[src/design/rps_pkg.sv]
// rps_pkg: shared constants, types and small functions for the relative
// position to spherical converter. No dependencies.
`timescale 1ns / 1ps

package rps_pkg;

  // CORDIC datapath: scaled vectors stay below 2^55 before gain growth
  localparam int CORD_W     = 60;
  localparam int SCALE_BITS = 55;

  // angle accumulator, degrees Q20
  localparam int ANG_W = 32;

  // result angle fields, degrees Q8
  localparam int BEAR_W = 17;
  localparam int ELEV_W = 16;

  localparam logic signed [ANG_W-1:0] HALF_TURN_Q20 = 32'sd188743680;
  localparam logic signed [ANG_W-1:0] BEAR_LIMIT    = 32'sd46080;
  localparam logic signed [ANG_W-1:0] ELEV_LIMIT    = 32'sd23040;
  localparam logic signed [ANG_W-1:0] ROUND_BIAS    = 32'sd2048;
  localparam int                      ROUND_SHIFT   = 12;

  // horizontal length correction: drop 16 bits, multiply by round(2^16/K)
  localparam int                    GAIN_SHIFT   = 16;
  localparam int                    INV_GAIN_W   = 16;
  localparam logic [INV_GAIN_W-1:0] INV_GAIN_Q16 = 16'd39797;

  typedef struct packed {
    logic hz;   // dx and dy both zero
    logic az;   // whole difference vector zero
  } rps_flags_t;

  // round(atan(2^-i) * 180/pi * 2^20)
  function automatic logic signed [ANG_W-1:0] atan_q20(input logic [4:0] idx);
    case (idx) inside
      5'd0:  atan_q20 = 32'sd47185920;
      5'd1:  atan_q20 = 32'sd27855475;
      5'd2:  atan_q20 = 32'sd14718068;
      5'd3:  atan_q20 = 32'sd7471121;
      5'd4:  atan_q20 = 32'sd3750059;
      5'd5:  atan_q20 = 32'sd1876857;
      5'd6:  atan_q20 = 32'sd938658;
      5'd7:  atan_q20 = 32'sd469357;
      5'd8:  atan_q20 = 32'sd234682;
      5'd9:  atan_q20 = 32'sd117342;
      5'd10: atan_q20 = 32'sd58671;
      5'd11: atan_q20 = 32'sd29335;
      5'd12: atan_q20 = 32'sd14668;
      5'd13: atan_q20 = 32'sd7334;
      5'd14: atan_q20 = 32'sd3667;
      5'd15: atan_q20 = 32'sd1833;
      5'd16: atan_q20 = 32'sd917;
      5'd17: atan_q20 = 32'sd458;
      5'd18: atan_q20 = 32'sd229;
      5'd19: atan_q20 = 32'sd115;
      5'd20: atan_q20 = 32'sd57;
      5'd21: atan_q20 = 32'sd29;
      5'd22: atan_q20 = 32'sd14;
      5'd23: atan_q20 = 32'sd7;
      5'd24: atan_q20 = 32'sd4;
      5'd25: atan_q20 = 32'sd2;
      5'd26: atan_q20 = 32'sd1;
      [5'd27:5'd31]: atan_q20 = '0;
    endcase
  endfunction

  // Q20 degrees to Q8 with round half up, then clamp to +/-lim
  function automatic logic signed [ANG_W-1:0] round_clamp(
      input logic signed [ANG_W-1:0] ang,
      input logic signed [ANG_W-1:0] lim);
    logic signed [ANG_W:0] biased;
    logic signed [ANG_W:0] q;
    logic signed [ANG_W:0] lim_x;
    biased = {ang[ANG_W-1], ang} + {ROUND_BIAS[ANG_W-1], ROUND_BIAS};
    q      = biased >>> ROUND_SHIFT;
    lim_x  = {lim[ANG_W-1], lim};
    if (q > lim_x) begin
      q = lim_x;
    end else if (q < -lim_x) begin
      q = -lim_x;
    end
    return q[ANG_W-1:0];
  endfunction

endpackage

[src/design/rps_gain.sv]
// rps_gain: removes the CORDIC gain from the horizontal length,
// (x >>> 16) * round(2^16/K), as two half-width products over two stages.
// Depends on rps_pkg for widths and the gain constant.
`timescale 1ns / 1ps

module rps_gain #(
  parameter int SB_W = 1
) (
  input  logic                               clk,
  input  logic                               rst_n,
  input  logic                               en,
  input  logic                               in_vld,
  input  logic signed [rps_pkg::CORD_W-1:0]  xf_i,
  input  logic [SB_W-1:0]                    sb_i,
  output logic                               out_vld,
  output logic signed [rps_pkg::CORD_W-1:0]  hs_o,
  output logic [SB_W-1:0]                    sb_o
);
  import rps_pkg::*;

  localparam int A_W  = CORD_W - GAIN_SHIFT;
  localparam int LO_W = A_W / 2;
  localparam int HI_W = A_W - LO_W;
  localparam int PL_W = LO_W + INV_GAIN_W;
  localparam int PH_W = HI_W + INV_GAIN_W + 1;

  logic [LO_W-1:0]          lo;
  logic signed [HI_W-1:0]   hi;
  logic [PL_W-1:0]          pl_nxt;
  logic signed [PH_W-1:0]   ph_nxt;
  logic [PL_W-1:0]          pl_r;
  logic signed [PH_W-1:0]   ph_r;
  logic [SB_W-1:0]          sb1_r;
  logic                     vld1_r;
  logic signed [CORD_W-1:0] hs_nxt;
  logic signed [CORD_W-1:0] hs_r;
  logic [SB_W-1:0]          sb2_r;
  logic                     vld2_r;

  // top bits of x are the floor shift by GAIN_SHIFT
  assign lo     = xf_i[GAIN_SHIFT +: LO_W];
  assign hi     = xf_i[CORD_W-1 -: HI_W];
  assign pl_nxt = lo * INV_GAIN_Q16;
  assign ph_nxt = hi * $signed({1'b0, INV_GAIN_Q16});

  assign hs_nxt = ({{(CORD_W-PH_W){ph_r[PH_W-1]}}, ph_r} <<< LO_W)
                + {{(CORD_W-PL_W){1'b0}}, pl_r};

  always_ff @(posedge clk) begin
    if (!rst_n) begin
      vld1_r <= 1'b0;
      vld2_r <= 1'b0;
    end else if (en) begin
      vld1_r <= in_vld;
      vld2_r <= vld1_r;
    end
  end

  always_ff @(posedge clk) begin
    if (en) begin
      pl_r  <= pl_nxt;
      ph_r  <= ph_nxt;
      sb1_r <= sb_i;
      hs_r  <= hs_nxt;
      sb2_r <= sb1_r;
    end
  end

  assign out_vld = vld2_r;
  assign hs_o    = hs_r;
  assign sb_o    = sb2_r;

endmodule

[config.mk]
export PLATFORM = sky130hd
export DESIGN_NAME = rps_gain
export DESIGN_NICKNAME = d
export VERILOG_FILES = /design/src/design/rps_pkg.sv /design/src/design/rps_gain.sv
export SDC_FILE = /design/constraint.sdc
export NUM_CORES = 1
export LEC_CHECK = 0
export BUFFER_PORTS_ARGS = -buffer_cell sky130_fd_sc_hd__buf_4
export CORE_ASPECT_RATIO = 0.75
export CORE_MARGIN = 2
export CORE_UTILIZATION = 30
export DETAILED_ROUTE_END_ITERATION = 6
export SLEW_MARGIN = 20
export SYNTH_ARGS = -nofsm -noshare
export SYNTH_HDL_FRONTEND = slang
export SYNTH_SLANG_ARGS = --single-unit
[constraint.sdc]
create_clock -name clk -period 6.3 [get_ports clk]
set_input_delay 0.63 -clock clk [delete_from_list [all_inputs] [get_ports clk]]
set_output_delay 0.63 -clock clk [all_outputs]
set_load 0.02 [all_outputs]
==> out/results.txt <==
Vias/cell: 4.468
Remaining DRCs: 0
worst hold-check path type: in2reg
Synth area leaders: fa_1 (32%), edfxtp_1 (20%), ha_1 (20%)
FFs w/ async S/R, synth: 0
post-synth cell types: 69
post-synthesis mux area share: 0.001966
Layout Nets: 2,764
gpl congestion: 0.8807
total track usage: 0.1338
RSZ-0062 raised after global routing: no
Detail Placement HPWL: 39.28 mm
Die Wd: 304.9 um
CP Data Arrival Time: 6.31 ns
register area share after synthesis: 0.2054
initial antenna violation count: 3
Crit Path Class: in2reg
critical path launch point type: primary input
area delta synth->final: 13.29%
hold path cells: 1
Clock Pin Slew Worst Setup and Hold Paths: 0.06 ns
Resize count post-CTS: 0
root buffer cell: clkbuf_16
largest net degree at the start of global routing: 92
die area: 70,010 sq um
Synth top area share: 0.3165
worst r2r path cells: 11
Crit Path Max Fanout: 4
CP endpoint kind: flip-flop
CTS Buf Count: 17
most common cell after layout, fill and taps aside: inv_1
Longest Clk Path Bufs: 2
largest family of logic cells by synthesized area: adder cells
Synth Area in Adders: 0.5156
crit path time final: 6.054 ns
Hold Fails Final Rpt: 0
CTS tree: built
status: completed
Initial Util: 0.3040
actual slew at the worst max-slew pin: 0.8574 ns
Die Ht: 229.6 um
Slew headroom: 0.4284
Avg Cell Area, Syn: 10.67 sq um
first-pass GRT wire length: 74.21 mm
CP Data Required Time: 6.56 ns
Cells after Synth: 1,908
Clock Skew: 0.01512 ns
Simple-Gate Fraction of Synth Area: 0.04847
Initial DRT Pass Iterations: 5
Warnings, synthesis: 0
grt total ovfl: 0
top_reg_cell synth: edfxtp_1
net count after synthesis: 2,619
hold_buf cts: 0
H-tree Lvls: 4
max_cap viols: 0
final antenna-violating net count: 0
setup bufs post-CTS: 0
I/O pin cnt: 127
fin area: 23,070 sq um
post-synth top area cell: fa_1
Seq cells post-synth: 140
share of layout cells above drive strength 1: 0.09729
core area: 67,000 sq um
WL final: 44.85 mm
XOR/XNOR Fraction of Synth Area: 0.03913
# port buffers: 110
compound-gate portion of the synthesized area: 0.08337
Area after DPL: 22,500 sq um
fin. max-slew vios: 0
mapped cell area: 20,370 sq um
DR WL/cell: 15.20 um
Sink Count: 140
count of flip-flops with a built-in enable after synthesis: 138
routed via count: 13,180
final setup vio count: 0
vias in the first global route: 14,010
Core Rows: 82
Clock Latency Late Sink: 0.44 ns
fmax: 165.2 MHz
final worst-path cycle share: 0.9610
First DRT Iteration DRCs: 711
most frequent cells in the layout: inv_1 (546), ha_1 (324), fa_1 (322)
[synthesized netlist by cell type, types with 4 or more instances]
library cell / number
edfxtp_1: 138
and3_1: 11
nand3_1: 22
o21ai_0: 47
ha_1: 324
a211oi_1: 12
inv_1: 546
nand4_2: 4
a21oi_1: 84
o21ai_1: 7
fa_1: 322
and2_1: 4
mux2i_1: 4
buf_2: 4
a21o_1: 36
nand4_1: 13
o21a_1: 10
nor2b_1: 9
a31oi_1: 6
o21bai_1: 16
or3_1: 4
nor3_1: 10
clkbuf_1: 20
xnor2_1: 63
o211ai_1: 8
nor2_1: 45
xor2_1: 28
nand2b_1: 5
nand2_1: 50
[path summary, 6_finish.rpt]
check,from,end,slack [ns]
worst max-delay path,xf_i[25],pl_r[37]$_DFFE_PP_,0.25
worst min-delay path,sb_i,sb1_r$_DFFE_PP_,0.38
worst max register to register,ph_r[0]$_DFFE_PP_,hs_o[42]$_DFFE_PP_,3.21
worst min register to register,sb1_r$_DFFE_PP_,sb_o$_DFFE_PP_,0.42
[critical path: stages]
cell and delay, ns:
buf_4 0.09, inv_1 0.10, buf_4 0.16, fa_1 0.50, fa_1 0.49, inv_1 0.05
fa_1 0.49, fa_1 0.50, fa_1 0.49, inv_1 0.05, fa_1 0.48, inv_1 0.04
ha_1 0.33, nand4_1 0.14, nor3_1 0.20, a32o_1 0.35, nor3_1 0.14, o41ai_1 0.42
a21oi_1 0.20, o21ai_0 0.23, xor2_1 0.23
[kinds of logic after synthesis]
family,Yosys count
adders and majority gates,646
buffers and inverters,572
AOI/OAI and AO/OA,262
and+or+nand+nor,193
DFF,140
xor gates and xnor gates,91
muxes,4
[area by class of cell]
class	instances	area (sq um)
fillers	6649	43920
multi-input cells	1196	14020
flip-flops and latches	140	4184
inverters	547	2053
repair buffers	151	1137
well taps	882	1104
clock buffers	17	425.4
clock inverters	15	138.9
diodes	3	7.507
[through the flow]
| stage | utilization | cells | hold WS [ns] | setup TNS [ns] | setup WS (ns) |
|---|---|---|---|---|---|
| after floorplan | - | 1908 | 0.4003 | 0 | 0.5172 |
| after global placement | 0.3358 | 2916 | 0.4016 | -0.01660 | -0.01660 |
| after detailed placement | 0.3358 | 2916 | 0.4045 | -0.1916 | -0.09686 |
| after CTS | 0.3443 | 2948 | 0.3526 | 0 | 0.3720 |
| after global routing | 0.3444 | 2951 | 0.3471 | 0 | 0.008015 |
| final | 0.3444 | 2951 | 0.3754 | 0 | 0.2455 |
[routing by layer]
layer	wire length [um]	GRT usage	part of all wire
met1	23220	0.1984	0.52
met2	19450	0.2047	0.43
met3	1516	0.01749	0.034
met4	663	0.03434	0.015
met5	0	0	0
[state kept, by name (all words and copies together) (netlist names)]
signal	cells
pl_r	38
hs_o	60
sb1_r	1
ph_r	38
vld1_r	1
sb_o	1
out_vld	1
Power is not shown: default switching activity piles up to over one toggle a cycle in this logic, so the estimate is an artifact.
