--- config.mk ---
export PLATFORM = sky130hd
export DESIGN_NAME = rps_isqrt
export DESIGN_NICKNAME = d
export VERILOG_FILES = /design/src/design/rps_pkg.sv /design/src/design/rps_isqrt.sv
export SDC_FILE = /design/constraint.sdc
export NUM_CORES = 2
export LEC_CHECK = 0
export BUFFER_PORTS_ARGS = -buffer_cell sky130_fd_sc_hd__buf_2
export CORE_ASPECT_RATIO = 2
export CORE_MARGIN = 2
export CORE_UTILIZATION = 50
export CTS_CLUSTER_DIAMETER = 150
export DETAILED_ROUTE_END_ITERATION = 16
export GPL_ROUTABILITY_DRIVEN = 0
export HOLD_SLACK_MARGIN = 0.06
export PLACE_DENSITY = 0.65
export SYNTH_ARGS = -nofsm -noshare
export SYNTH_HDL_FRONTEND = slang
export SYNTH_SLANG_ARGS = --single-unit
--- constraint.sdc ---
create_clock -name clk -period 11.04 [get_ports clk]
set_clock_uncertainty 0.2 [all_clocks]
set_input_delay 0.552 -clock clk [delete_from_list [all_inputs] [get_ports clk]]
set_output_delay 0.552 -clock clk [all_outputs]
set_load 0.02 [all_outputs]
--- src/design/rps_pkg.sv ---
// rps_pkg: shared constants, types and small functions for the relative
// position to spherical converter. No dependencies.
`timescale 1ns / 1ps

package rps_pkg;

  // CORDIC datapath: scaled vectors stay below 2^55 before gain growth
  localparam int CORD_W     = 60;
  localparam int SCALE_BITS = 55;

  // angle accumulator, degrees Q20
  localparam int ANG_W = 32;

  // result angle fields, degrees Q8
  localparam int BEAR_W = 17;
  localparam int ELEV_W = 16;

  localparam logic signed [ANG_W-1:0] HALF_TURN_Q20 = 32'sd188743680;
  localparam logic signed [ANG_W-1:0] BEAR_LIMIT    = 32'sd46080;
  localparam logic signed [ANG_W-1:0] ELEV_LIMIT    = 32'sd23040;
  localparam logic signed [ANG_W-1:0] ROUND_BIAS    = 32'sd2048;
  localparam int                      ROUND_SHIFT   = 12;

  // horizontal length correction: drop 16 bits, multiply by round(2^16/K)
  localparam int                    GAIN_SHIFT   = 16;
  localparam int                    INV_GAIN_W   = 16;
  localparam logic [INV_GAIN_W-1:0] INV_GAIN_Q16 = 16'd39797;

  typedef struct packed {
    logic hz;   // dx and dy both zero
    logic az;   // whole difference vector zero
  } rps_flags_t;

  // round(atan(2^-i) * 180/pi * 2^20)
  function automatic logic signed [ANG_W-1:0] atan_q20(input logic [4:0] idx);
    case (idx) inside
      5'd0:  atan_q20 = 32'sd47185920;
      5'd1:  atan_q20 = 32'sd27855475;
      5'd2:  atan_q20 = 32'sd14718068;
      5'd3:  atan_q20 = 32'sd7471121;
      5'd4:  atan_q20 = 32'sd3750059;
      5'd5:  atan_q20 = 32'sd1876857;
      5'd6:  atan_q20 = 32'sd938658;
      5'd7:  atan_q20 = 32'sd469357;
      5'd8:  atan_q20 = 32'sd234682;
      5'd9:  atan_q20 = 32'sd117342;
      5'd10: atan_q20 = 32'sd58671;
      5'd11: atan_q20 = 32'sd29335;
      5'd12: atan_q20 = 32'sd14668;
      5'd13: atan_q20 = 32'sd7334;
      5'd14: atan_q20 = 32'sd3667;
      5'd15: atan_q20 = 32'sd1833;
      5'd16: atan_q20 = 32'sd917;
      5'd17: atan_q20 = 32'sd458;
      5'd18: atan_q20 = 32'sd229;
      5'd19: atan_q20 = 32'sd115;
      5'd20: atan_q20 = 32'sd57;
      5'd21: atan_q20 = 32'sd29;
      5'd22: atan_q20 = 32'sd14;
      5'd23: atan_q20 = 32'sd7;
      5'd24: atan_q20 = 32'sd4;
      5'd25: atan_q20 = 32'sd2;
      5'd26: atan_q20 = 32'sd1;
      [5'd27:5'd31]: atan_q20 = '0;
    endcase
  endfunction

  // Q20 degrees to Q8 with round half up, then clamp to +/-lim
  function automatic logic signed [ANG_W-1:0] round_clamp(
      input logic signed [ANG_W-1:0] ang,
      input logic signed [ANG_W-1:0] lim);
    logic signed [ANG_W:0] biased;
    logic signed [ANG_W:0] q;
    logic signed [ANG_W:0] lim_x;
    biased = {ang[ANG_W-1], ang} + {ROUND_BIAS[ANG_W-1], ROUND_BIAS};
    q      = biased >>> ROUND_SHIFT;
    lim_x  = {lim[ANG_W-1], lim};
    if (q > lim_x) begin
      q = lim_x;
    end else if (q < -lim_x) begin
      q = -lim_x;
    end
    return q[ANG_W-1:0];
  endfunction

endpackage

--- src/design/rps_isqrt.sv ---
// rps_isqrt: pipelined integer square root, one root bit per stage, then a
// round-to-nearest stage. Depends on rps_pkg (file convention only).
`timescale 1ns / 1ps

module rps_isqrt #(
  parameter int SUM_W = 50,
  parameter int SB_W  = 1
) (
  input  logic                 clk,
  input  logic                 rst_n,
  input  logic                 en,
  input  logic                 in_vld,
  input  logic [SUM_W-1:0]     rad_i,
  input  logic [SB_W-1:0]      sb_i,
  output logic                 out_vld,
  output logic [SUM_W/2:0]     root_o,
  output logic [SB_W-1:0]      sb_o
);
  import rps_pkg::*;

  localparam int STEPS = SUM_W / 2;
  localparam int RW    = STEPS + 3;

  logic [RW-1:0]     rem_r  [STEPS];
  logic [STEPS-1:0]  root_r [STEPS];
  logic [SUM_W-1:0]  rad_r  [STEPS-1];
  logic [SB_W-1:0]   sb_r   [STEPS];
  logic              vld_r  [STEPS];

  logic [STEPS:0]    round_r;
  logic [SB_W-1:0]   sb_out_r;
  logic              vld_out_r;

  for (genvar k = 0; k < STEPS; k++) begin : g_step
    logic [RW-1:0]    cur_rem;
    logic [STEPS-1:0] cur_root;
    logic [SUM_W-1:0] cur_rad;
    logic [SB_W-1:0]  cur_sb;
    logic             cur_vld;
    logic [RW-1:0]    rem_sh;
    logic [RW-1:0]    trial;
    logic             ge;
    logic [RW-1:0]    rem_nxt;
    logic [STEPS-1:0] root_nxt;

    if (k == 0) begin : g_first
      assign cur_rem  = '0;
      assign cur_root = '0;
      assign cur_rad  = rad_i;
      assign cur_sb   = sb_i;
      assign cur_vld  = in_vld;
    end else begin : g_next
      assign cur_rem  = rem_r[k-1];
      assign cur_root = root_r[k-1];
      assign cur_rad  = rad_r[k-1];
      assign cur_sb   = sb_r[k-1];
      assign cur_vld  = vld_r[k-1];
    end

    // bring down the next two radicand bits, try root*4+1
    assign rem_sh   = {cur_rem[RW-3:0], cur_rad[SUM_W-1 -: 2]};
    assign trial    = {1'b0, cur_root, 2'b01};
    assign ge       = (rem_sh >= trial);
    assign rem_nxt  = ge ? (rem_sh - trial) : rem_sh;
    assign root_nxt = {cur_root[STEPS-2:0], ge};

    always_ff @(posedge clk) begin
      if (!rst_n) begin
        vld_r[k] <= 1'b0;
      end else if (en) begin
        vld_r[k] <= cur_vld;
      end
    end

    always_ff @(posedge clk) begin
      if (en) begin
        rem_r[k]  <= rem_nxt;
        root_r[k] <= root_nxt;
        sb_r[k]   <= cur_sb;
      end
    end

    if (k < STEPS - 1) begin : g_rad
      always_ff @(posedge clk) begin
        if (en) begin
          rad_r[k] <= {cur_rad[SUM_W-3:0], 2'b00};
        end
      end
    end
  end

  // remainder above the root means the value sits past root + 1/2
  logic             round_up;
  logic [STEPS:0]   round_nxt;

  assign round_up  = (rem_r[STEPS-1] > RW'(root_r[STEPS-1]));
  assign round_nxt = {1'b0, root_r[STEPS-1]} + (STEPS+1)'(round_up);

  always_ff @(posedge clk) begin
    if (!rst_n) begin
      vld_out_r <= 1'b0;
    end else if (en) begin
      vld_out_r <= vld_r[STEPS-1];
    end
  end

  always_ff @(posedge clk) begin
    if (en) begin
      round_r  <= round_nxt;
      sb_out_r <= sb_r[STEPS-1];
    end
  end

  assign out_vld = vld_out_r;
  assign root_o  = round_r;
  assign sb_o    = sb_out_r;

endmodule

==> results.py <==
metrics = {
    "status": {
        "status": "complete, no violations",
    },
    "critical_path": {
        "crit_arrival_ns": 4.97,
        "timing.rr.start": "rem_r[3][84]",
        "crit_type": "reg2reg",
        "critical-path-slowest-cell": "or4_1",
        "rr_worst_depth": 10,
        "crit_chain": "ha_1 -> nor2b_1 -> o31a_1 -> o41ai_1 -> o21ai_1 -> and3b_1 -> or4_1 -> and2_1 -> nand4_1 -> xnor2_1",
        "rr_endpoint": "rem_r[4][19]",
        "cp_max_fo": 32,
        "required_ns": 11.35,
        "cpPeakStageDelay_ns": 0.98,
        "rrSetupSlack_ns": 6.38,
        "cp-start-kind": "register",
        "endpoint_kind": "register",
    },
    "synth": {
        "synth-seq-cells": 1620,
        "synth_cell_types": 87,
        "synth_nets": 6149,
        "ys_warn_count": 0,
        "synth_top_area_share_pct": 64.8,
        "ys_seq_area_share_pct": 64.9,
        "netlist_area_um2": 74900,
        "async_reset_ff_share_pct": 0,
        "ys.flop_type": "edfxtp_1",
        "yosysTopAreaCell": "edfxtp_1",
        "synth_area_leaders": "edfxtp_1 65%, ha_1 6.4%, xnor2_1 3.2%",
        "synth-edff-count": 1618,
        "syn_inst": 5713,
        "syn_avg_cell_area_um2": 13.1,
    },
    "floorplan": {
        "die_x_um": 278,
        "die_height_um": 552,
        "rows": 201,
        "start_util_pct": 50.2,
        "dieArea_um2": 153000,
        "io_pins": 83,
        "coreArea_um2": 149000,
    },
    "clocking": {
        "cts_max_level": 4,
        "path_clk_slew_ns": 0.07,
        "cts_tree": "done",
        "cts_buffers": 156,
        "clock-sinks": 1620,
        "clk_path_buf_depth": 4,
        "cts_setup_buffers": 0,
        "root_buffer": "clkbuf_16",
        "clk_latency_ns": 0.79,
    },
    "sta": {
        "final-max-slew-violation-count": 0,
        "fmax_ghz": 0.215,
        "fin_tns_setup_ns": 0,
        "tightest_slew_ns": 1.26,
        "hold_viol_final": 0,
        "rsz0062_at_grt": "false",
        "setup_viol": 0,
        "fin_crit_ns": 4.66,
        "relSlewSlack_pct": 15.5,
        "timing.final.crit_share_pct": 42.2,
    },
    "routing": {
        "dr.pass1.iters": 6,
        "drtIter0Drc": 3853,
        "vias": 44497,
        "vias_per_cell": 5.57,
        "wl_mm": 139,
        "drt-wirelength-per-cell_um": 17.4,
        "drc": 0,
        "ant_nets": 0,
    },
    "cells_and_area": {
        "final_cell_mix": "1618 x edfxtp_1, 472 x inv_1, 381 x ha_1, 369 x nor2_1, 359 x nand2_1",
        "syn2layout_area_growth_pct": 10.9,
        "final_common_cell": "edfxtp_1",
        "utilization_pct": 55.6,
        "drive_gt1_share_pct": 7.43,
        "nNetsFinal": 6380,
        "fillers": 12176,
    },
    "power": {
        "p_leak_nw": 31.9,
        "irDropWorstVdd_v": 0.000159,
        "p_per_area_nw_per_um2": 200,
    },
    "global_route": {
        "grtUsageTotal_pct": 17.9,
        "grt_start_max_net_pins": 181,
        "grt_pass1_wl_mm": 225,
        "antenna_found_initial": 3,
        "grt_overflow_total": 0,
        "grt_pass1_vias": 43563,
    },
    "placement": {
        "hpwl_mm": 95.3,
        "io_buffers": 82,
    },
    "hold_path": {
        "hp-class": "reg2reg",
        "holdPathEnd": "rad_r[0][309]",
        "hold_depth": 0,
        "hp-start": "rad_r[0][259]",
    },
    "run": {
        "drv_cap": 0,
    },
}
==> synthesized netlist by cell type (all sizes together) (61+ instances only) <==
| cell | instances |
|---|---|
| edfxtp | 1618 |
| inv | 473 |
| ha | 381 |
| nor2 | 369 |
| nand2 | 359 |
| a21oi | 340 |
| o21ai | 288 |
| xnor2 | 276 |
| xor2 | 246 |
| nor3 | 139 |
| a21o | 119 |
| clkbuf | 82 |
| nand3 | 73 |
| o21a | 72 |
| nand2b | 71 |
| nor4 | 70 |
| or3 | 68 |
| mux2 | 61 |
==> sequential cells by signal, indices dropped and copies added (netlist names) <==
name     count
rem_r      617
rad_r      600
root_r     325
root_o      26
sb_r        25
vld_r       25
out_vld      1
sb_o         1
==> how the worst max path moves through the flow <==
| stage | from | end | slack (ns) | cells after the start |
|---|---|---|---|---|
| floorplan | rem_r[0][61] | rem_r[0][100] | 7.46 | 11 |
| global placement | rem_r[3][84] | rem_r[4][19] | 6.66 | 10 |
| detailed placement | rem_r[3][84] | rem_r[4][19] | 6.52 | 10 |
| CTS | rem_r[3][84] | rem_r[4][19] | 6.50 | 10 |
| global route | rem_r[3][84] | rem_r[4][19] | 6.18 | 10 |
| finish | rem_r[3][84] | rem_r[4][19] | 6.38 | 10 |
==> where the power goes <==
group / switching (W) / total (W) / internal [W]
Clock: 0.00224 / 0.00513 / 0.00289
Combinational: 0.00183 / 0.00323 / 0.00140
Sequential: 0.000454 / 0.00823 / 0.00778
==> kinds of logic (layout without fill, tap and decap cells) <==
| group | Yosys count | in the layout | share of synthesized area (%) |
|---|---|---|---|
| compound gates | 1081 | 1081 | 8.91 |
| buf+inv | 564 | 910 | 2.85 |
| xor+xnor | 522 | 522 | 6.10 |
| simple gates | 1477 | 1477 | 9.89 |
| flops | 1620 | 1620 | 64.9 |
| fa+ha+maj | 381 | 381 | 6.36 |
| other cells | 1 | 2 | 0.00500 |
| mux | 67 | 67 | 0.997 |
==> worst max-delay path: cells and delay by family (launching register included) <==
family                     cells  cell delay, ns
and+or+nand+nor                5            1.92
AOI/OAI and AO/OA              3            1.43
DFF                            1            0.39
adders and majority gates      1            0.38
xor gates and xnor gates       1            0.07
==> per-layer routing <==
layer  wire, um  share of wire, %  global-route usage, %  vias up
met1      65400                47                   26.0    21537
met3       6950               5.0                   2.29      244
met4       3440               2.5                   5.38        0
met2      63000                45                   28.2     1149
li1           -                 -                      -    21567
met5          0                 0                      0        -
==> metrics by stage <==
step | hold WS [ns] | instance area [um2] | total power, W | setup WS, ns | instances
final | 0.201 | 83100 | 0.0166 | 6.38 | 7988
after CTS | 0.204 | 83100 | 0.0167 | 6.50 | 7987
after global routing | 0.216 | 83100 | 0.0174 | 6.18 | 7988
after global placement | 0.201 | 77700 | 0.0114 | 6.66 | 7659
after floorplan | 0.200 | 74900 | 0.0106 | 7.46 | 5713
after detailed placement | 0.205 | 77700 | 0.0115 | 6.52 | 7659
==> area by class of cell <==
| type | instances | area, um2 | share of cell area [%] |
|---|---|---|---|
| Clock inverter | 86 | 754 | 0.908 |
| Sequential cell | 1620 | 48600 | 58.5 |
| Multi-Input combinational cell | 3529 | 24200 | 29.2 |
| Inverter | 473 | 1780 | 2.14 |
| Timing Repair Buffer | 164 | 1240 | 1.49 |
| Antenna cell | 1 | 2.50 | 0.00301 |
| Tap cell | 1928 | 2410 | 2.90 |
| Clock buffer | 187 | 4060 | 4.89 |
==> what timing repair did <==
item                      CTS  global route
hold buffers               55             0
gates resized for setup     0             0
hold endpoints to repair   62             0
Note: power is estimated with default switching activity, not from simulation.
